$ cat config.mk
export PLATFORM = sky130hd
export DESIGN_NAME = bisection_square_root
export DESIGN_NICKNAME = d
export VERILOG_FILES = /design/src/hdl/bsqrt_pkg.sv /design/src/hdl/bisection_square_root.sv /design/src/hdl/bsqrt_regs.sv /design/src/hdl/bsqrt_dp.sv /design/src/hdl/bsqrt_ctrl.sv
export SDC_FILE = /design/constraint.sdc
export NUM_CORES = 1
export LEC_CHECK = 0
export ABC_AREA = 1
export BUFFER_PORTS_ARGS = -buffer_cell sky130_fd_sc_hd__buf_2
export CELL_PAD_IN_SITES_DETAIL_PLACEMENT = 1
export CELL_PAD_IN_SITES_GLOBAL_PLACEMENT = 2
export CORE_UTILIZATION = 33
export DETAILED_ROUTE_END_ITERATION = 7
export HOLD_SLACK_MARGIN = 0.05
export PLACE_DENSITY = 0.84
export SLEW_MARGIN = 20
export SYNTH_ARGS = -nofsm -noshare
export SYNTH_HDL_FRONTEND = slang
export SYNTH_SLANG_ARGS = --single-unit
$ cat constraint.sdc
create_clock -name clk_i -period 6.2 [get_ports clk_i]
set_input_delay 0 -clock clk_i [delete_from_list [all_inputs] [get_ports clk_i]]
set_output_delay 0 -clock clk_i [all_outputs]
set_load 0.02 [all_outputs]
$ cat src/hdl/bsqrt_pkg.sv
`timescale 1ns / 1ps
`default_nettype none
package bsqrt_pkg;

  localparam int VALUE_BITS = 31;
  localparam int SEED_BITS  = 15;
  localparam int SQ_BITS    = 2 * SEED_BITS;
  localparam int CMP_BITS   = (VALUE_BITS > SQ_BITS) ? VALUE_BITS : SQ_BITS;
  localparam int ROUNDS_W   = 6;
  localparam int TOL_W      = 5;

  localparam int S_DATA_W   = ((VALUE_BITS + SEED_BITS + 7) / 8) * 8;
  localparam int M_DATA_W   = ((SEED_BITS + 7) / 8) * 8;
  localparam int ADDR_W     = 3;
  localparam int PDATA_W    = 32;

  localparam logic [ROUNDS_W-1:0] ROUNDS_RESET = ROUNDS_W'(20);
  localparam logic [TOL_W-1:0]    TOL_RESET    = TOL_W'(8);

  // register index, taken from paddr[2]
  localparam logic REG_MAX_ROUNDS = 1'b0;
  localparam logic REG_TOL_SHIFT  = 1'b1;

  typedef struct packed {
    logic load;    // capture a new word and seed the bounds
    logic square;  // register guess * guess
    logic step;    // move guess and one bound
    logic emit;    // copy guess into the output register
  } cmd_t;

  typedef struct packed {
    logic hit;     // |value - square| within tolerance
  } sts_t;

endpackage
`default_nettype wire

$ cat src/hdl/bisection_square_root.sv
`timescale 1ns / 1ps
`default_nettype none
// Bisection square root. Each input word carries a value and an upper-bound
// seed; the block returns one 15-bit root per word. The search starts with
// guess = seed/2 between bounds 0 and seed, squares the guess, and halves
// the interval toward the root until |value - guess^2| <= value >> tol_shift,
// or max_rounds rounds have run (exact hits stop at once). From acceptance
// to output-register load an item runs R rounds (0..max_rounds), each one
// passing through the 15x15 squaring register and then compare and bound
// update, with one multiplier and one comparator serving every round. One
// item is worked on at a time; a finished root sits in the output register
// so the next word can be accepted while the downstream side stalls.
// Registers: max_rounds at byte 0x0 (6 bits, reset 20), tol_shift at 0x4
// (5 bits, reset 8); only paddr[2] is decoded. Write them only while the
// block is idle.
module bisection_square_root (
  input  wire logic                                clk_i,
  input  wire logic                                rst_ni,
  // input word: [30:0] square_value, [45:31] upper_seed, [47:46] zero
  input  wire logic                                s_tvalid,
  output logic                                     s_tready,
  input  wire logic [bsqrt_pkg::S_DATA_W-1:0]      s_tdata,
  // output word: [14:0] root, [15] zero
  output logic                                     m_tvalid,
  input  wire logic                                m_tready,
  output logic      [bsqrt_pkg::M_DATA_W-1:0]      m_tdata,
  // configuration
  input  wire logic                                psel,
  input  wire logic                                penable,
  input  wire logic                                pwrite,
  input  wire logic [bsqrt_pkg::ADDR_W-1:0]        paddr,
  input  wire logic [bsqrt_pkg::PDATA_W-1:0]       pwdata,
  output logic      [bsqrt_pkg::PDATA_W-1:0]       prdata,
  output logic                                     pready
);

  localparam int VB = bsqrt_pkg::VALUE_BITS;
  localparam int SB = bsqrt_pkg::SEED_BITS;

  logic [bsqrt_pkg::ROUNDS_W-1:0] max_rounds;
  logic [bsqrt_pkg::TOL_W-1:0]    tol_shift;
  bsqrt_pkg::cmd_t                cmd;
  bsqrt_pkg::sts_t                sts;
  logic [SB-1:0]                  root;

  bsqrt_regs u_regs (
    .clk_i        (clk_i),
    .rst_ni       (rst_ni),
    .psel         (psel),
    .penable      (penable),
    .pwrite       (pwrite),
    .paddr        (paddr),
    .pwdata       (pwdata),
    .prdata       (prdata),
    .pready       (pready),
    .max_rounds_o (max_rounds),
    .tol_shift_o  (tol_shift)
  );

  // sequencer: accept, square, compare/step, hand off to output register
  bsqrt_ctrl u_ctrl (
    .clk_i        (clk_i),
    .rst_ni       (rst_ni),
    .s_tvalid_i   (s_tvalid),
    .s_tready_o   (s_tready),
    .m_tvalid_o   (m_tvalid),
    .m_tready_i   (m_tready),
    .max_rounds_i (max_rounds),
    .sts_i        (sts),
    .cmd_o        (cmd)
  );

  // bounds, guess, squaring register and output register
  bsqrt_dp u_dp (
    .clk_i       (clk_i),
    .cmd_i       (cmd),
    .val_i       (s_tdata[VB-1:0]),
    .seed_i      (s_tdata[VB+SB-1:VB]),
    .tol_shift_i (tol_shift),
    .sts_o       (sts),
    .root_o      (root)
  );

  assign m_tdata = bsqrt_pkg::M_DATA_W'(root);

endmodule
`default_nettype wire

$ cat src/hdl/bsqrt_regs.sv
`timescale 1ns / 1ps
`default_nettype none
module bsqrt_regs (
  input  wire logic                               clk_i,
  input  wire logic                               rst_ni,
  input  wire logic                               psel,
  input  wire logic                               penable,
  input  wire logic                               pwrite,
  input  wire logic [bsqrt_pkg::ADDR_W-1:0]       paddr,
  input  wire logic [bsqrt_pkg::PDATA_W-1:0]      pwdata,
  output logic      [bsqrt_pkg::PDATA_W-1:0]      prdata,
  output logic                                    pready,
  output logic      [bsqrt_pkg::ROUNDS_W-1:0]     max_rounds_o,
  output logic      [bsqrt_pkg::TOL_W-1:0]        tol_shift_o
);

  logic [bsqrt_pkg::ROUNDS_W-1:0] max_rounds_q;
  logic [bsqrt_pkg::TOL_W-1:0]    tol_shift_q;
  logic                           wr_en;

  assign pready = 1'b1;
  assign wr_en  = psel && penable && pwrite && pready;

  always_ff @(posedge clk_i or negedge rst_ni) begin
    if (!rst_ni) begin
      max_rounds_q <= bsqrt_pkg::ROUNDS_RESET;
      tol_shift_q  <= bsqrt_pkg::TOL_RESET;
    end else if (wr_en) begin
      case (paddr[2])
        bsqrt_pkg::REG_MAX_ROUNDS: max_rounds_q <= pwdata[bsqrt_pkg::ROUNDS_W-1:0];
        bsqrt_pkg::REG_TOL_SHIFT:  tol_shift_q  <= pwdata[bsqrt_pkg::TOL_W-1:0];
        default: ;
      endcase
    end
  end

  always_comb begin
    case (paddr[2])
      bsqrt_pkg::REG_MAX_ROUNDS:
        prdata = {{(bsqrt_pkg::PDATA_W-bsqrt_pkg::ROUNDS_W){1'b0}}, max_rounds_q};
      bsqrt_pkg::REG_TOL_SHIFT:
        prdata = {{(bsqrt_pkg::PDATA_W-bsqrt_pkg::TOL_W){1'b0}}, tol_shift_q};
      default: prdata = '0;
    endcase
  end

  assign max_rounds_o = max_rounds_q;
  assign tol_shift_o  = tol_shift_q;

endmodule
`default_nettype wire

$ cat src/hdl/bsqrt_dp.sv
`timescale 1ns / 1ps
`default_nettype none
module bsqrt_dp (
  input  wire logic                                clk_i,
  input  wire bsqrt_pkg::cmd_t                     cmd_i,
  input  wire logic [bsqrt_pkg::VALUE_BITS-1:0]    val_i,
  input  wire logic [bsqrt_pkg::SEED_BITS-1:0]     seed_i,
  input  wire logic [bsqrt_pkg::TOL_W-1:0]         tol_shift_i,
  output bsqrt_pkg::sts_t                          sts_o,
  output logic      [bsqrt_pkg::SEED_BITS-1:0]     root_o
);

  localparam int CW = bsqrt_pkg::CMP_BITS;
  localparam int SW = bsqrt_pkg::SEED_BITS;

  logic [bsqrt_pkg::VALUE_BITS-1:0] val_q, tol_q;
  logic [SW-1:0]                    guess_q, lo_q, hi_q, root_q;
  logic [bsqrt_pkg::SQ_BITS-1:0]    sq_q, prod;
  logic [CW-1:0]                    val_x, sq_x, tol_x, mag;
  logic                             up;
  logic [SW:0]                      sum_up, sum_dn;

  assign prod = guess_q * guess_q;

  always_comb begin
    val_x  = CW'(val_q);
    sq_x   = CW'(sq_q);
    tol_x  = CW'(tol_q);
    up     = val_x > sq_x;
    mag    = up ? (val_x - sq_x) : (sq_x - val_x);
    sum_up = {1'b0, guess_q} + {1'b0, hi_q};
    sum_dn = {1'b0, guess_q} + {1'b0, lo_q};
  end

  assign sts_o.hit = (mag <= tol_x);

  always_ff @(posedge clk_i) begin
    if (cmd_i.load) begin
      val_q   <= val_i;
      tol_q   <= val_i >> tol_shift_i;
      guess_q <= seed_i >> 1;
      hi_q    <= seed_i;
      lo_q    <= '0;
    end else if (cmd_i.step) begin
      if (up) begin
        lo_q    <= guess_q;
        guess_q <= sum_up[SW:1];
      end else begin
        hi_q    <= guess_q;
        guess_q <= sum_dn[SW:1];
      end
    end
    if (cmd_i.square) begin
      sq_q <= prod;
    end
    if (cmd_i.emit) begin
      root_q <= guess_q;
    end
  end

  assign root_o = root_q;

endmodule
`default_nettype wire

$ cat src/hdl/bsqrt_ctrl.sv
`timescale 1ns / 1ps
`default_nettype none
module bsqrt_ctrl (
  input  wire logic                             clk_i,
  input  wire logic                             rst_ni,
  input  wire logic                             s_tvalid_i,
  output logic                                  s_tready_o,
  output logic                                  m_tvalid_o,
  input  wire logic                             m_tready_i,
  input  wire logic [bsqrt_pkg::ROUNDS_W-1:0]   max_rounds_i,
  input  wire bsqrt_pkg::sts_t                  sts_i,
  output bsqrt_pkg::cmd_t                       cmd_o
);

  localparam logic [1:0] ST_IDLE = 2'd0;
  localparam logic [1:0] ST_SQ   = 2'd1;
  localparam logic [1:0] ST_CMP  = 2'd2;
  localparam logic [1:0] ST_DONE = 2'd3;

  logic [1:0]                     state_q, state_d;
  logic [bsqrt_pkg::ROUNDS_W-1:0] rounds_q, rounds_d;
  logic                           ovalid_q, ovalid_d;
  logic                           out_free;

  assign out_free   = !ovalid_q || m_tready_i;
  assign s_tready_o = (state_q == ST_IDLE);
  assign m_tvalid_o = ovalid_q;

  always_comb begin
    state_d  = state_q;
    rounds_d = rounds_q;
    ovalid_d = ovalid_q && !m_tready_i;
    cmd_o    = '0;
    case (state_q)
      ST_IDLE: begin
        if (s_tvalid_i) begin
          cmd_o.load = 1'b1;
          rounds_d   = '0;
          state_d    = ST_SQ;
        end
      end
      ST_SQ: begin
        cmd_o.square = 1'b1;
        state_d      = ST_CMP;
      end
      ST_CMP: begin
        if ((rounds_q >= max_rounds_i) || sts_i.hit) begin
          state_d = ST_DONE;
        end else begin
          cmd_o.step = 1'b1;
          rounds_d   = rounds_q + 1'b1;
          state_d    = ST_SQ;
        end
      end
      ST_DONE: begin
        if (out_free) begin
          cmd_o.emit = 1'b1;
          ovalid_d   = 1'b1;
          state_d    = ST_IDLE;
        end
      end
      default: state_d = ST_IDLE;
    endcase
  end

  always_ff @(posedge clk_i or negedge rst_ni) begin
    if (!rst_ni) begin
      state_q  <= ST_IDLE;
      rounds_q <= '0;
      ovalid_q <= 1'b0;
    end else begin
      state_q  <= state_d;
      rounds_q <= rounds_d;
      ovalid_q <= ovalid_d;
    end
  end

endmodule
`default_nettype wire

[After elaboration in Yosys (flattened, before gate mapping)]
Cells that the tools add are included.
Storage, ports and cells
  flip-flop bits (word level): 172
  input port bits: 90
  output and inout bits: 51
  logic and storage cells: 71
Operators by class
  $add $sub $neg: 5
  $mul: 1
  $lt $le $gt $ge: 3
  equality and inequality tests: 7
  shifts and indexed selects: 1
  multiplexer cells: 24
  bitwise operators: 1
  reduce and logical (&&, ||, !) cells: 16
Operators with widths (count)
  $pmux W32 S2: 1
  $mux W15: 4
  $add A15 B15 Y16: 2
  $gt A31 B30 Y1: 1
  $le A31 B31 Y1: 1
  $mux W31: 1
  $shr A31 B5 Y31: 1
  $sub A30 B31 Y31: 1
  $sub A31 B30 Y31: 1
  $mul A15 B15 Y30: 1
  $mux W14: 2
  $mux W6: 2
  $pmux W6 S2: 1
  $reduce_and A2 Y1: 5
  $mux W1: 9
  $pmux W2 S4: 1
  $add A6 B1 Y6 const B: 1
  $ge A6 B6 Y1: 1
  $mux W2: 3
  $ne A2 B2 Y1 const B: 3
  $eq A2 B2 Y1 const B: 2
  $reduce_bool A2 Y1: 2
  $logic_and A1 B1 Y1: 3
  $reduce_and A3 Y1: 1
  other kinds (6): 8

[Longest topological paths before layout]
Gate-level depths: netlist of run 1.
  depth after elaboration: 8
  mapped depth: 32
  depth with buffers taken out: 30

[By module]
From an unflattened synthesis of run 1, not the netlist that was laid out.
Unflattened totals
  cells, all modules: 2533
  area total of the unflattened synthesis: 19482.4 sq um
Modules (own cells, without submodules)
  bsqrt_dp: times used 1, cells an instance 2339, area each 18041.1 sq um
  bsqrt_regs: times used 1, cells an instance 99, area each 754.5 sq um
  bsqrt_ctrl: times used 1, cells an instance 93, area each 675.6 sq um
  bisection_square_root: times used 1, cells an instance 2, area each 11.3 sq um

[Worst setup path before layout of run 1]
OpenSTA, ideal clock, no wires.
  path type: reg2reg
  from: register u_dp.guess_q[2]
  to: register u_dp.sq_q[20] (netlist bit), data pin
  setup time: 0.259 ns
  arrival time: 5.623 ns
  data required time: 5.941 ns
  slack: 0.318 ns
  cell stages (with the launch flop): 26
  path buffers: 2
  clock period less this slack: 5.882 ns
  cell sequence: edfxtp_1 clkbuf_1 clkbuf_1 nand2_1 inv_1 fa_1 inv_1 fa_1 inv_1 fa_1 inv_1 fa_1 inv_1 fa_1 inv_1 fa_1 inv_1 ha_1 nand2_1 nor2_1 nand2_1 o211ai_1 a31oi_1 o21ai_0 a21oi_1 xnor2_1
Between the ends
  word-level cells in the longest chain between the ends: 1
RTL lines
  from (decl): RTL line bsqrt_dp.sv:17  | logic [SW-1:0] guess_q, lo_q, hi_q, root_q;
  from (signal assigned): RTL line bsqrt_dp.sv:41  | guess_q <= seed_i >> 1;
  from (signal assigned): RTL line bsqrt_dp.sv:47  | guess_q <= sum_up[SW:1];
  from (signal assigned): RTL line bsqrt_dp.sv:50  | guess_q <= sum_dn[SW:1];
  $mul A15 B15 Y30: RTL line bsqrt_dp.sv:23  | assign prod = guess_q * guess_q;
  named net u_dp.prod (one bit): RTL line bsqrt_dp.sv:18  | logic [bsqrt_pkg::SQ_BITS-1:0] sq_q, prod;
  to (signal assigned): RTL line bsqrt_dp.sv:54  | sq_q <= prod;
  to (decl): RTL line bsqrt_dp.sv:18
The timed path passes the listed nets, and every way through them passes these cells.
A chain may end at the register's enable or synchronous reset.

[Final worst setup path of run 1]
  from: register u_dp.guess_q[4]
  to: register u_dp.sq_q[28] (netlist bit), data pin
The elaborated chain is that of the path after synthesis.

==> results of run 1 <==
-- final cells by class --
| type | instances | share of cell area [%] |
|---|---|---|
| Clock buffer | 18 | 1.943 |
| Clock inverter | 14 | 0.6741 |
| Timing Repair Buffer | 197 | 6.639 |
| Sequential cell | 171 | 22.09 |
| Inverter | 518 | 8.809 |
| Tap cell | 765 | 4.334 |
| Multi-Input combinational cell | 1786 | 55.51 |
-- worst reg2reg max path, stage by stage, from the launching register on --
cell and delay (ns):
sky130_fd_sc_hd__edfxtp_1 0.52, sky130_fd_sc_hd__buf_4 0.20, sky130_fd_sc_hd__nand2_1 0.05, sky130_fd_sc_hd__inv_1 0.06
sky130_fd_sc_hd__ha_1 0.31, sky130_fd_sc_hd__xor2_1 0.19, sky130_fd_sc_hd__fa_1 0.54, sky130_fd_sc_hd__inv_1 0.07
sky130_fd_sc_hd__fa_1 0.54, sky130_fd_sc_hd__fa_1 0.45, sky130_fd_sc_hd__fa_1 0.56, sky130_fd_sc_hd__inv_1 0.06
sky130_fd_sc_hd__fa_1 0.53, sky130_fd_sc_hd__inv_1 0.04, sky130_fd_sc_hd__ha_1 0.31, sky130_fd_sc_hd__nand2_1 0.09
sky130_fd_sc_hd__nor2_1 0.17, sky130_fd_sc_hd__inv_1 0.06, sky130_fd_sc_hd__nor2_1 0.13, sky130_fd_sc_hd__nand4_1 0.13
sky130_fd_sc_hd__nand3_2 0.13, sky130_fd_sc_hd__nand3_1 0.08, sky130_fd_sc_hd__nand2_1 0.10, sky130_fd_sc_hd__a21oi_1 0.07
sky130_fd_sc_hd__o21bai_1 0.16, sky130_fd_sc_hd__xor2_1 0.09
-- synthesized netlist by cell type, types with 7 or more instances --
| library cell | n | share of area, % |
|---|---|---|
| sky130_fd_sc_hd__a21oi_1 | 171 | 4.4 |
| sky130_fd_sc_hd__a31oi_1 | 8 | 0.26 |
| sky130_fd_sc_hd__buf_1 | 8 | 0.15 |
| sky130_fd_sc_hd__buf_2 | 12 | 0.31 |
| sky130_fd_sc_hd__buf_4 | 31 | 1.2 |
| sky130_fd_sc_hd__clkbuf_1 | 60 | 1.2 |
| sky130_fd_sc_hd__dfrtp_1 | 17 | 2.2 |
| sky130_fd_sc_hd__dfxtp_1 | 16 | 1.6 |
| sky130_fd_sc_hd__edfxtp_1 | 135 | 21 |
| sky130_fd_sc_hd__fa_1 | 136 | 14 |
| sky130_fd_sc_hd__ha_1 | 202 | 13 |
| sky130_fd_sc_hd__inv_1 | 511 | 9.8 |
| sky130_fd_sc_hd__mux2i_1 | 8 | 0.41 |
| sky130_fd_sc_hd__nand2_1 | 592 | 11 |
| sky130_fd_sc_hd__nand2_2 | 12 | 0.38 |
| sky130_fd_sc_hd__nand3_1 | 61 | 1.6 |
| sky130_fd_sc_hd__nand4_1 | 13 | 0.42 |
| sky130_fd_sc_hd__nor2_1 | 134 | 2.6 |
| sky130_fd_sc_hd__nor3_1 | 27 | 0.69 |
| sky130_fd_sc_hd__nor4_1 | 7 | 0.22 |
| sky130_fd_sc_hd__o211ai_1 | 10 | 0.38 |
| sky130_fd_sc_hd__o21a_1 | 11 | 0.42 |
| sky130_fd_sc_hd__o21ai_0 | 192 | 4.9 |
| sky130_fd_sc_hd__o21ai_1 | 18 | 0.46 |
| sky130_fd_sc_hd__o21bai_1 | 11 | 0.42 |
| sky130_fd_sc_hd__or2_2 | 8 | 0.26 |
| sky130_fd_sc_hd__xnor2_1 | 21 | 0.94 |
| sky130_fd_sc_hd__xor2_1 | 60 | 2.7 |
-- cells by family (layout without fill, tap and decap cells) --
kind of cell	Yosys count	in the layout	share of synthesized area [%]
buffers and inverters	634	747	13.10
other	2	28	0.03835
adders and majority gates	338	338	26.81
xor gates and xnor gates	81	81	3.623
muxes	8	8	0.4089
and+or+nand+nor	872	872	18.30
AOI/OAI and AO/OA	459	459	12.81
DFF	171	171	24.91
-- sequential cells by signal, indices dropped and copies added, names as in the netlist --
register,count
u_ctrl.m_tvalid_o,1
u_ctrl.rounds_q,6
u_ctrl.state_q,2
u_dp.guess_q,15
u_dp.hi_q,15
u_dp.lo_q,15
u_dp.root_o,15
u_dp.sq_q,29
u_dp.tol_q,31
u_dp.val_q,31
u_regs.max_rounds_o,6
u_regs.tol_shift_o,5
-- per-stage QoR --
stage / hold WS, ns / utilization (%) / TNS (ns) / instances
CTS: 0.06129 / 37.73 / 0 / 3455
finish: 0.07643 / 37.99 / 0 / 3469
global placement: -0.02525 / 35.74 / 0 / 3365
global route: 0.1118 / 37.99 / -0.01423 / 3469
floorplan: -0.2956 / - / 0 / 2591
detailed placement: -0.02130 / 35.74 / 0 / 3365
-- how the worst min path moves through the flow --
stage,cells after the start,endpoint
2_1_floorplan,0,u_ctrl.m_tvalid_o
3_3_place_gp,1,u_regs.max_rounds_o[5]
3_5_place_dp,1,u_regs.max_rounds_o[1]
4_1_cts,3,u_regs.tol_shift_o[3]
5_1_grt,3,u_regs.tol_shift_o[3]
6_report,3,u_regs.tol_shift_o[3]
-- what timing repair did --
item                       in CTS  in global routing
gates resized for setup         0                  7
hold endpoints to repair       92                  0
setup endpoints to repair       0                  7
hold buffers                   58                  0
setup buffers                   0                 14
-- per-layer routing --
metal | share of wire, % | global-route usage (%) | vias up
met5 | 0.020 | 0 | -
met1 | 44 | 26.55 | 8353
met4 | 3.4 | 7.271 | 2
li1 | - | - | 8319
met2 | 49 | 37.08 | 256
met3 | 3.2 | 3.121 | 89
==> results summary, run 1 <==
The routed via count divided by cell count is 4.906. The floorplan die area came out at 0.06032 mm². The hold violation count in the final report is 0. The cell depth of the worst setup path is 25. In this run the critical register-to-register path is captured at u_dp.sq_q[28]. The residual DRC count is 0. The maximum fanout encountered on the critical timing path came out at 7. Synthesis instantiated 55 different standard cells from the library.

The flow ran to the end, and the final reports show no timing, DRC or antenna violations. Dividing the detail-routed wire length by the instance count gives 18.29 µm. The number of buffers on the longest clock path is 2.

The type of element capturing the critical path is a flip-flop. The capturing element of the worst setup path is u_dp.sq_q[28]. The total clock buffers created by CTS is 17.

The number of maximum-capacitance violations came out at 0. The die height is 245.6 µm. The residual antenna-violating net count after detailed routing came out at 0.

For the final database, setup skew stands at 0.01283 ns. The count of final max-slew check failures came out at 0. Summing every instance area after synthesis gives 0.01958 mm². The sequential cell area fraction in the yosys report is 24.91%.

The sum of net half-perimeters after detailed placement came out at 51750 µm. The most critical setup path has its startpoint at u_dp.guess_q[4]. The cell class contributing the biggest share of worst-path delay is adder cells. The maximum number of pins on one net before global-route repair came out at 68.

The global routing usage summed across all routing layers came out at 21.24%. The number of primary I/O pins came out at 141. The routed layout has 17020 vias. The filler cells instantiated in the layout total 7193. Summing all multi-input logic gate instances after layout gives 0.01226 mm². The final critical path time including I/O delays and setup came out at 5.906 ns. The most used flip-flop cell after synthesis is sky130_fd_sc_hd__edfxtp_1. The root buffer cell chosen for the clock tree is sky130_fd_sc_hd__clkbuf_16. The register-to-register setup slack is 0.29 ns. The worst path meets setup with 0.2937 ns of slack. The final cycle utilization of the critical path came out at 95.26%. The fraction of registers with async set/reset came out at 11.70%.

In this run the critical register-to-register path is launched from u_dp.guess_q[4]. The worst slack after detailed placement is 0.1733 ns. The via count of the first global-routing pass came out at 18150.

At the pin with the least slew margin, the transition time is 1.001 ns. The first-pass GRT wire length came out at 99280 µm. The width of the die came out at 245.6 µm.

The number of cells on the worst reg-to-reg path came out at 25. TritonCTS built the clock tree. The startpoint identified for the worst hold timing path is paddr[2]. The final standard cell area without fillers came out at 0.02209 mm². The fraction of layout instances using a drive strength above 1 came out at 8.506%. The floorplan has 88 rows.

The category of the worst setup path launch point is a flip-flop. The congestion estimate from routability-driven global placement came to 0.8830. Clock-pin slew was measured on the worst setup and hold paths at 0.08 ns. The library cell used most frequently in the layout, excluding fill and tap cells, is sky130_fd_sc_hd__nand2_1.

The required time of the critical path came out at 6.41 ns. The final setup violation count is 0. The sum of overflow across all layers after global routing is 0.

The number of synthesized register bits came out at 171. Yosys mapped a number of flops with a built-in enable equal to 135. The number of antenna violations at the first check in global routing is 1.

Input and output buffers added on the ports amount to 82. The aggregate routed wire length came out at 63440 µm. The mean area per synthesized cell came out at 7.635 µm². The number of DRC violations after detailed-routing iteration 0 is 826.

The tightest min-delay check is of the input port to flip-flop type. The sink count of the clock tree is 171. Derived from the worst setup path, the maximum achievable clock frequency is 169.3 MHz. The critical path arrival is 6.11 ns. The first-pass detailed-route iteration total came out at 5. The clock latency on the worst-skew pair is 0.47 ns. The count of buffering cells on the critical path with inverters included is 6. The area of the core came out at 0.05814 mm².

The critical path in this run is classified as flip-flop to flip-flop. The top cell types in the final layout, fill and taps aside, are 592 x sky130_fd_sc_hd__nand2_1, 510 x sky130_fd_sc_hd__inv_1, 201 x sky130_fd_sc_hd__ha_1. The area growth from synthesis to final layout came out at 12.78%. The critical path's largest stage delay is 0.56 ns. At the end of the flow, the number of nets in the layout was 3119. The slowest stage of the critical path is the sky130_fd_sc_hd__fa_1 cell. The tightest slew margin relative to the limit is 33.29%.

The Yosys step of the flow raised 0 warnings. The number of antenna repair diodes came out at 0. The initial standard-cell utilization of the core is 33.69%.

The number of standard cells after synthesis came out at 2565. The placed instances occupy a cell area of 0.02078 mm². The flip-flop and latch area came out at 0.004880 mm². The maximum level of the CTS H-tree came out at 4.
Power of run 1 is left out: the tool's default activity adds up to more than one toggle a clock period on the data nets, which glitch-free logic cannot reach.
==> run 2: changes to the inputs <==
BUFFER_PORTS_ARGS = -buffer_cell sky130_fd_sc_hd__buf_4   (was -buffer_cell sky130_fd_sc_hd__buf_2)
CORE_UTILIZATION = 34   (was 33)
PLACE_DENSITY = 0.85   (was 0.84)
SYNTH_HIERARCHICAL = 1   (was unset)
==> run 2 against run 1 <==
Compared with the run above: setup slack improved by 0.041 ns; final area rose by 1.7%; worst hold slack improved by 0.17 ns; utilization rose by 1.8 points; sequential cell count did not move; die area fell by 3.4%; final cell count rose by 0.12%; wire length rose by 0.43%.
==> results summary, run 2 <==
The residual antenna-violating net count after detailed routing came out at 0 (unchanged). The number of cells on the worst reg-to-reg path came out at 21 (-16%). The endpoint identified for the worst register-to-register timing path is u_dp/sq_q[21]. The worst-margin pin slew is 1.045 ns (+0.04445 ns). The final-layout setup total negative slack was 0 ns (unchanged). The sum of net half-perimeters after detailed placement is 52160 µm (+0.80%). The sink count of the clock tree is 171 (unchanged). The filler-free cell count of the finished design came to 3473 (+0.12%). Summed over all instances, the cell type with the most area after synthesis is sky130_fd_sc_hd__edfxtp_1.

The area of the core came out at 0.05650 mm² (-2.8%). Leaving out fill and tap cells, the most frequent cell in the layout is sky130_fd_sc_hd__nand2_1. The maximum fanout encountered on the critical timing path is 7 (unchanged). The hold violation count in the final report came out at 0 (unchanged).

The detailed-route via count came out at 17070 (+0.28%). The maximum number of pins on one net before global-route repair is 69 (+1.5%). The post-synthesis instance area was 0.01948 mm² (-0.52%). The number of antenna violations at the first check in global routing was 5 (+4). The maximum level of the CTS H-tree is 4 (unchanged).

The type of the worst setup path is flip-flop to flip-flop. The library cells used most frequently in the layout, excluding fill and tap cells, are 595 x sky130_fd_sc_hd__nand2_1, 520 x sky130_fd_sc_hd__inv_1, 202 x sky130_fd_sc_hd__ha_1. The worst hold path belongs to the class input port to flip-flop. The cell at the root of the clock tree is sky130_fd_sc_hd__clkbuf_16. The number of primary I/O pins came out at 141 (unchanged). The number of maximum-capacitance violations came out at 0 (unchanged). The most numerous cell type found on the critical path is sky130_fd_sc_hd__fa_1.

The routability congestion estimate from global placement is 0.9316 (+5.5%). The die height was 241.4 µm (-1.7%). The critical-path cell with the highest stage delay is sky130_fd_sc_hd__edfxtp_1. The final net count came to 3129 (+0.32%). The final critical path time including I/O delays and setup came to 5.865 ns (-0.04144 ns). The count of buffering cells on the critical path with inverters included is 5 (-1). The critical path's largest stage delay is 0.52 ns (-0.04 ns). The fraction of registers with async set/reset is 11.70% (unchanged). The critical path arrival came out at 6.11 ns (about the same).

The total number of placement rows is 87 (-1.1%). The commonest cells after synthesis are 595 x sky130_fd_sc_hd__nand2_1, 521 x sky130_fd_sc_hd__inv_1, 202 x sky130_fd_sc_hd__ha_1. The met1 routed wirelength after detailed routing is 27650 µm (-1.7%). For this run, the leading register cell type out of synthesis is sky130_fd_sc_hd__edfxtp_1. The floorplan die area is 0.05826 mm² (-3.4%). The final setup violation count is 0 (unchanged). Setup repair after global routing left no endpoint under its margin. The source of the worst register-to-register timing path is u_dp/guess_q[10]. In this design, the largest share of critical-path delay is due to adder cells. The mean area per synthesized cell was 7.691 µm² (+0.74%). The aggregate routed wire length came to 63710 µm (+0.43%). The tightest slew margin relative to the limit came out at 30.25% (-3.0 points). The count of flip-flops with a built-in enable after synthesis is 135 (unchanged). The clock-pin transition on the worst setup and hold timing paths was 0.08 ns (about the same). The routed via count divided by cell count is 4.914 (+0.16%).

The number of buffers on the longest clock path is 2 (unchanged). The worst setup path is launched from a flip-flop. The first-pass GRT wire length is 100700 µm (+1.4%).

The most common cell in the synthesized netlist is sky130_fd_sc_hd__nand2_1. The largest registers in the layout are u_dp/tol_q (31), u_dp/val_q (31), u_dp/sq_q (29). The number of standard cells after synthesis came out at 2533 (-1.2%).

The first-pass detailed-route iteration total came out at 5 (unchanged). The flow ran to the end, and the final reports show no timing, DRC or antenna violations. The critical path goes through nand2_1 -> inv_1 -> fa_1 -> inv_1 -> fa_1 -> inv_1 -> fa_1 -> inv_1 -> fa_1 -> inv_1 -> fa_1 -> fa_1 -> ha_1 -> nand2_1 -> o21ai_0 -> a21oi_1 -> o21ai_1 -> a21oi_2 -> o21ai_2 -> a21oi_1 -> xnor2_1. The number of synthesized register bits came out at 171 (unchanged). The type of element capturing the critical path is a flip-flop. The register-to-register setup slack is 0.34 ns (+0.04 ns). The residual DRC count came to 0 (unchanged). The worst hold path begins at s_tdata[11].

Yosys attributes the largest share of cell area to sky130_fd_sc_hd__edfxtp_1 21%, sky130_fd_sc_hd__fa_1 14%, sky130_fd_sc_hd__ha_1 13%. The area growth from synthesis to final layout is 15.34%. The length of routed met2 wiring came out at 32570 µm (+4.6%). The required time of the critical path came out at 6.45 ns (+0.04 ns). The sequential cell area fraction in the yosys report came out at 25.04% (+0.13 points).

The met3 routed wirelength is 1451 µm (-28%). The width of the die came out at 241.4 µm (-1.7%). The clock latency on the worst-skew pair came to 0.51 ns (+0.04 ns). The via count of the first global-routing pass was 18670 (+2.9%). The worst hold path depth is 2 (-1).

The final clock skew was 0.02007 ns (+0.007234 ns). The global routing usage summed across all routing layers is 22.68% (+1.4 points). The total clock buffers created by CTS came to 17 (unchanged).

The top achievable clock speed came out at 170.5 MHz (+0.71%). The count of final max-slew check failures came out at 0 (unchanged). The final cycle utilization of the critical path came out at 94.59% (-0.67 points). The initial standard-cell utilization of the core is 34.48% (+0.80 points). In this run the top signal layer used is met4. The count of yosys warnings during synthesis came out at 6 (+6). The destination of the worst hold path is u_dp/val_q[11]. The count of buffers from port buffering came to 82 (unchanged).

The area fraction of the dominant cell type after synthesis came out at 20.81% (+0.11 points). The number of DRC violations after detailed-routing iteration 0 came out at 698 (-15%). The cell count after placement is 3348 (-0.51%). The average wire per standard cell is 18.35 µm (+0.31%). The distinct cell type count of the synthesized netlist came out at 61 (+11%).

The sum of overflow across all layers after global routing is 0 (unchanged). The fraction of layout instances using a drive strength above 1 came out at 8.739% (+0.23 points). The TritonCTS clock tree is yes.
-- run 2: cell count changes after synthesis, sizes merged, moves of 10 or more --
cell    change
clkbuf     -13
inv        +15
nand3      +27
nor2       -15
nor3       -18
o21ai      -26
xor2       -10
-- run 2: stage by stage --
| step | worst slack (ns) | hold slack [ns] | utilization [%] | instance area [µm²] |
|---|---|---|---|---|
| 2_1_floorplan | 0.4599 | -0.2956 | - | 19580 |
| 3_3_place_gp | 0.2688 | -0.1021 | 37.15 | 20990 |
| 3_5_place_dp | 0.1131 | -0.08794 | 37.15 | 20990 |
| 4_1_cts | 0.09551 | 0.1928 | 39.59 | 22370 |
| 5_1_grt | 0.01506 | 0.2231 | 39.77 | 22470 |
| 6_report | 0.3351 | 0.2452 | 39.78 | 22470 |
-- run 2: layout make-up --
class                      count  area (µm²)
clock inverter                14       157.7
sequential                   171        4878
fill                        6880       34020
inverter                     533        2004
antenna                        5       12.51
tap                          756       945.9
timing repair buffer         219        1847
multi-input combinational   1757       12180
clock buffer                  18       450.4
-- run 2: worst max path at each step --
| stage | startpoint | end | slack (ns) | cells past startpoint |
|---|---|---|---|---|
| CTS | u_dp/guess_q[4] | u_dp/sq_q[21] | 0.1 | 21 |
| global placement | u_dp/guess_q[5] | u_dp/sq_q[21] | 0.27 | 20 |
| floorplan | u_dp/guess_q[0] | u_dp/sq_q[21] | 0.46 | 23 |
| detailed placement | u_dp/guess_q[4] | u_dp/sq_q[21] | 0.11 | 21 |
| global route | u_dp/guess_q[12] | u_dp/sq_q[27] | 0.02 | 21 |
| finish | u_dp/guess_q[10] | u_dp/sq_q[21] | 0.34 | 21 |
-- run 2: cell families after synthesis --
family	count (synthesis)	share of synthesized area (%)
AO/OA/AOI/OAI	437	12.47
XOR/XNOR	72	3.237
adder cells (fa/ha/maj)	340	27.15
buffers and inverters	630	13.03
flip-flops	171	25.04
multiplexers	11	0.5652
other	3	0.05780
AND/OR/NAND/NOR	869	18.44
-- run 2: worst register-to-register path: cells and delay by family, from the launching register on --
family | cells | cell delay [ns]
AO/OA/AOI/OAI | 6 | 1.12
XOR/XNOR | 1 | 0.13
adder cells (fa/ha/maj) | 7 | 3.35
buffers and inverters | 5 | 0.27
flip-flops | 1 | 0.52
AND/OR/NAND/NOR | 2 | 0.20
-- run 2: repair_timing --
item                       CTS  global route
gates resized for setup      0             4
setup endpoints to repair    0             8
hold endpoints to repair   100             0
setup buffers                0            11
hold buffers                77             0
-- run 2: per-layer routing --
metal	up-vias	global-route usage [%]
met5	-	0
met4	0	9.110
met3	88	3.282
met2	228	41.41
met1	8428	26.48
li1	8322	-
Power of run 2 is left out for the same reason.
==> run 3: changes to the inputs <==
CTS_BUF_LIST = sky130_fd_sc_hd__clkbuf_8   (was unset)
==> run 3 against run 2 <==
Compared with the run above: sequential cell count unchanged; sequential share of layout area up 0.19 points; largest cell class unchanged; setup slack gained 0.029 ns; highest routed layer unchanged; critical path type unchanged; non-clock buffer count increased by 1; fmax increased by 0.50%; register-to-register slack improved by 0.03 ns; global-route usage shrank 0.19 points; final area is 0.85% lower; critical path depth shrank 1.
==> results summary, run 3 (synthesis gave the netlist of run 2 again) <==
The library cell used most frequently in the layout, excluding fill and tap cells, is sky130_fd_sc_hd__nand2_1. The final standard cell area without fillers came out at 0.02228 mm² (-0.85%). The total clock buffers created by CTS came to 17 (unchanged). The total number of placement rows came out at 87 (unchanged).

The type of the worst setup path is flip-flop to flip-flop. The number of maximum-capacitance violations came out at 0 (unchanged). The first-pass GRT wire length was 99820 µm (-0.86%). The first-pass detailed-route iteration total came out at 5 (unchanged). The global routing usage summed across all routing layers is 22.50% (-0.19 points).

The final cycle utilization of the critical path is 94.12% (-0.48 points). The aggregate routed wire length is 63630 µm (-0.12%). The type of element capturing the critical path is a flip-flop. The run finished with clean final reports. The initial standard-cell utilization of the core came out at 34.48% (unchanged). The sink count of the clock tree is 171 (unchanged). The number of DRC violations after detailed-routing iteration 0 is 704 (+0.86%). The detailed-route via count came out at 17120 (+0.29%).

The width of the die is 241.4 µm (unchanged). The required time of the critical path came out at 6.55 ns (+0.10 ns). The source of the worst register-to-register timing path is u_dp/guess_q[9]. The area growth from synthesis to final layout came out at 14.36%. The worst slack after detailed placement is 0.1131 ns (unchanged). The final standard cell utilization of the core came to 39.44% (-0.34 points). The clock latency on the worst-skew pair came out at 0.59 ns (+0.08 ns).

The sum of overflow across all layers after global routing came out at 0 (unchanged). The worst hold path depth is 2 (unchanged). The final-layout fill cell count came out at 6889 (+0.13%).

The residual antenna-violating net count after detailed routing came out at 0 (unchanged). The final net count came out at 3130 (+0.032%). The fraction of layout instances using a drive strength above 1 is 8.773% (+0.034 points). The residual DRC count is 0 (unchanged).

In the final layout, the registers with the most flip-flops are u_dp/tol_q (31), u_dp/val_q (31), u_dp/sq_q (29). The final setup violation count came out at 0 (unchanged). The average wire per standard cell is 18.34 µm (about the same). STA classifies the critical path startpoint as a flip-flop.

The top achievable clock speed came to 171.4 MHz (+0.50%). The worst hold path belongs to the class input port to flip-flop. The number of buffers on the longest clock path is 2 (unchanged).

The number of antenna violations at the first check in global routing came out at 0 (-5). The area of the core came out at 0.05650 mm² (unchanged). The via count of the first global-routing pass came to 18590 (-0.44%). The register-to-register setup slack is 0.36 ns (+0.03 ns).

The maximum level of the CTS H-tree is 4 (unchanged). The hold violation count in the final report is 0 (unchanged). The count of buffers from port buffering was 82 (unchanged). Setup repair after global routing left no endpoint under its margin. The final critical path time including I/O delays and setup is 5.835 ns (-0.02946 ns).

The instance area at placement is 0.02099 mm² (unchanged). The final clock skew came out at 0.02276 ns (+0.002692 ns). The startpoint identified for the worst hold timing path is s_tdata[13]. The final-layout setup total negative slack came out at 0 ns (unchanged). The maximum number of pins on one net before global-route repair came out at 69 (unchanged).

The worst hold path terminates at u_dp/val_q[13]. In the layout the commonest cells are 595 x sky130_fd_sc_hd__nand2_1, 520 x sky130_fd_sc_hd__inv_1, 202 x sky130_fd_sc_hd__ha_1. The worst-margin pin slew is 1.051 ns (+0.005883 ns). The critical path arrival came out at 6.18 ns (+0.07 ns). The worst setup slack after layout is 0.3646 ns (+0.02946 ns). The number of cells on the worst reg-to-reg path was 20 (-4.8%). The number of antenna repair diodes came to 0 (-5). The maximum fanout encountered on the critical timing path is 6 (-1).

The floorplan die area came out at 0.05826 mm² (unchanged). The routability congestion estimate from global placement is 0.9316 (unchanged). The worst register-to-register path ends at u_dp/sq_q[26]. The cell sitting at the root of the clock tree is a sky130_fd_sc_hd__clkbuf_8. The sum of net half-perimeters after detailed placement is 52160 µm (unchanged).

The die height is 241.4 µm (unchanged). The tightest slew margin relative to the limit came out at 29.94% (-0.32 points). TritonCTS built the clock tree. The clock-pin transition on the worst setup and hold timing paths is 0.11 ns (+0.03 ns).

The number of primary I/O pins came out at 141 (unchanged). The routed via count divided by cell count came out at 4.934 (+0.40%). The count of final max-slew check failures came out at 0 (unchanged).
run 3: changes by cell type in the layout (fill, tap and decap cells not counted):
cell	previous run	this run
sky130_fd_sc_hd__bufinv_16	0	1
sky130_fd_sc_hd__clkbuf_16	18	0
sky130_fd_sc_hd__clkbuf_8	0	17
sky130_fd_sc_hd__diode_2	5	0
sky130_fd_sc_hd__buf_4	140	141
run 3: layout make-up:
| cell class | count | area, µm² | area share (%) |
|---|---|---|---|
| Clock buffer | 17 | 234.0 | 1.050 |
| Multi-Input combinational cell | 1757 | 12180 | 54.65 |
| Sequential cell | 171 | 4878 | 21.90 |
| Clock inverter | 15 | 187.7 | 0.8424 |
| Inverter | 533 | 2004 | 8.996 |
| Tap cell | 756 | 945.9 | 4.246 |
| Timing Repair Buffer | 220 | 1854 | 8.323 |
run 3: metal layers:
layer	track usage, %	wire length (µm)
met1	26.30	27500
met4	8.266	1878
met5	0	0
met3	3.099	1707
met2	41.50	32550
run 3: worst max-delay path: stages (launching register included):
cell and delay [ns]:
sky130_fd_sc_hd__edfxtp_1 0.48, sky130_fd_sc_hd__buf_4 0.21, sky130_fd_sc_hd__nand2_1 0.07, sky130_fd_sc_hd__inv_1 0.05, sky130_fd_sc_hd__fa_1 0.54, sky130_fd_sc_hd__inv_1 0.08
sky130_fd_sc_hd__fa_1 0.49, sky130_fd_sc_hd__inv_1 0.05, sky130_fd_sc_hd__fa_1 0.48, sky130_fd_sc_hd__fa_1 0.46, sky130_fd_sc_hd__fa_1 0.51, sky130_fd_sc_hd__inv_1 0.05
sky130_fd_sc_hd__fa_1 0.47, sky130_fd_sc_hd__inv_1 0.04, sky130_fd_sc_hd__ha_1 0.37, sky130_fd_sc_hd__nand2_1 0.13, sky130_fd_sc_hd__nor4_1 0.45, sky130_fd_sc_hd__nand4_1 0.17
sky130_fd_sc_hd__nand3_1 0.23, sky130_fd_sc_hd__a21oi_1 0.11, sky130_fd_sc_hd__xor2_1 0.15
run 3: repair_timing:
| item | 4_1_cts | 5_1_grt |
|---|---|---|
| resized for setup | 0 | 4 |
| setup buffers | 0 | 12 |
| hold buffers | 77 | 0 |
| setup endpoints to repair | 0 | 8 |
| hold endpoints to repair | 103 | 0 |
run 3: worst max path at each step:
stage,start,end,cells past startpoint
final,u_dp/guess_q[9],u_dp/sq_q[26],20
after global routing,u_dp/guess_q[12],u_dp/sq_q[27],21
after CTS,u_dp/guess_q[4],u_dp/sq_q[21],21
after detailed placement,u_dp/guess_q[4],u_dp/sq_q[21],21
after global placement,u_dp/guess_q[5],u_dp/sq_q[21],20
after floorplan,u_dp/guess_q[0],u_dp/sq_q[21],23
run 3: stage by stage:
step / hold WS (ns) / instances
after floorplan: -0.2956 / 2558
after global placement: -0.1021 / 3348
after detailed placement: -0.08794 / 3348
after CTS: 0.08874 / 3457
after global routing: 0.1168 / 3469
final: 0.1503 / 3469
Power of run 3 is left out for the same reason.
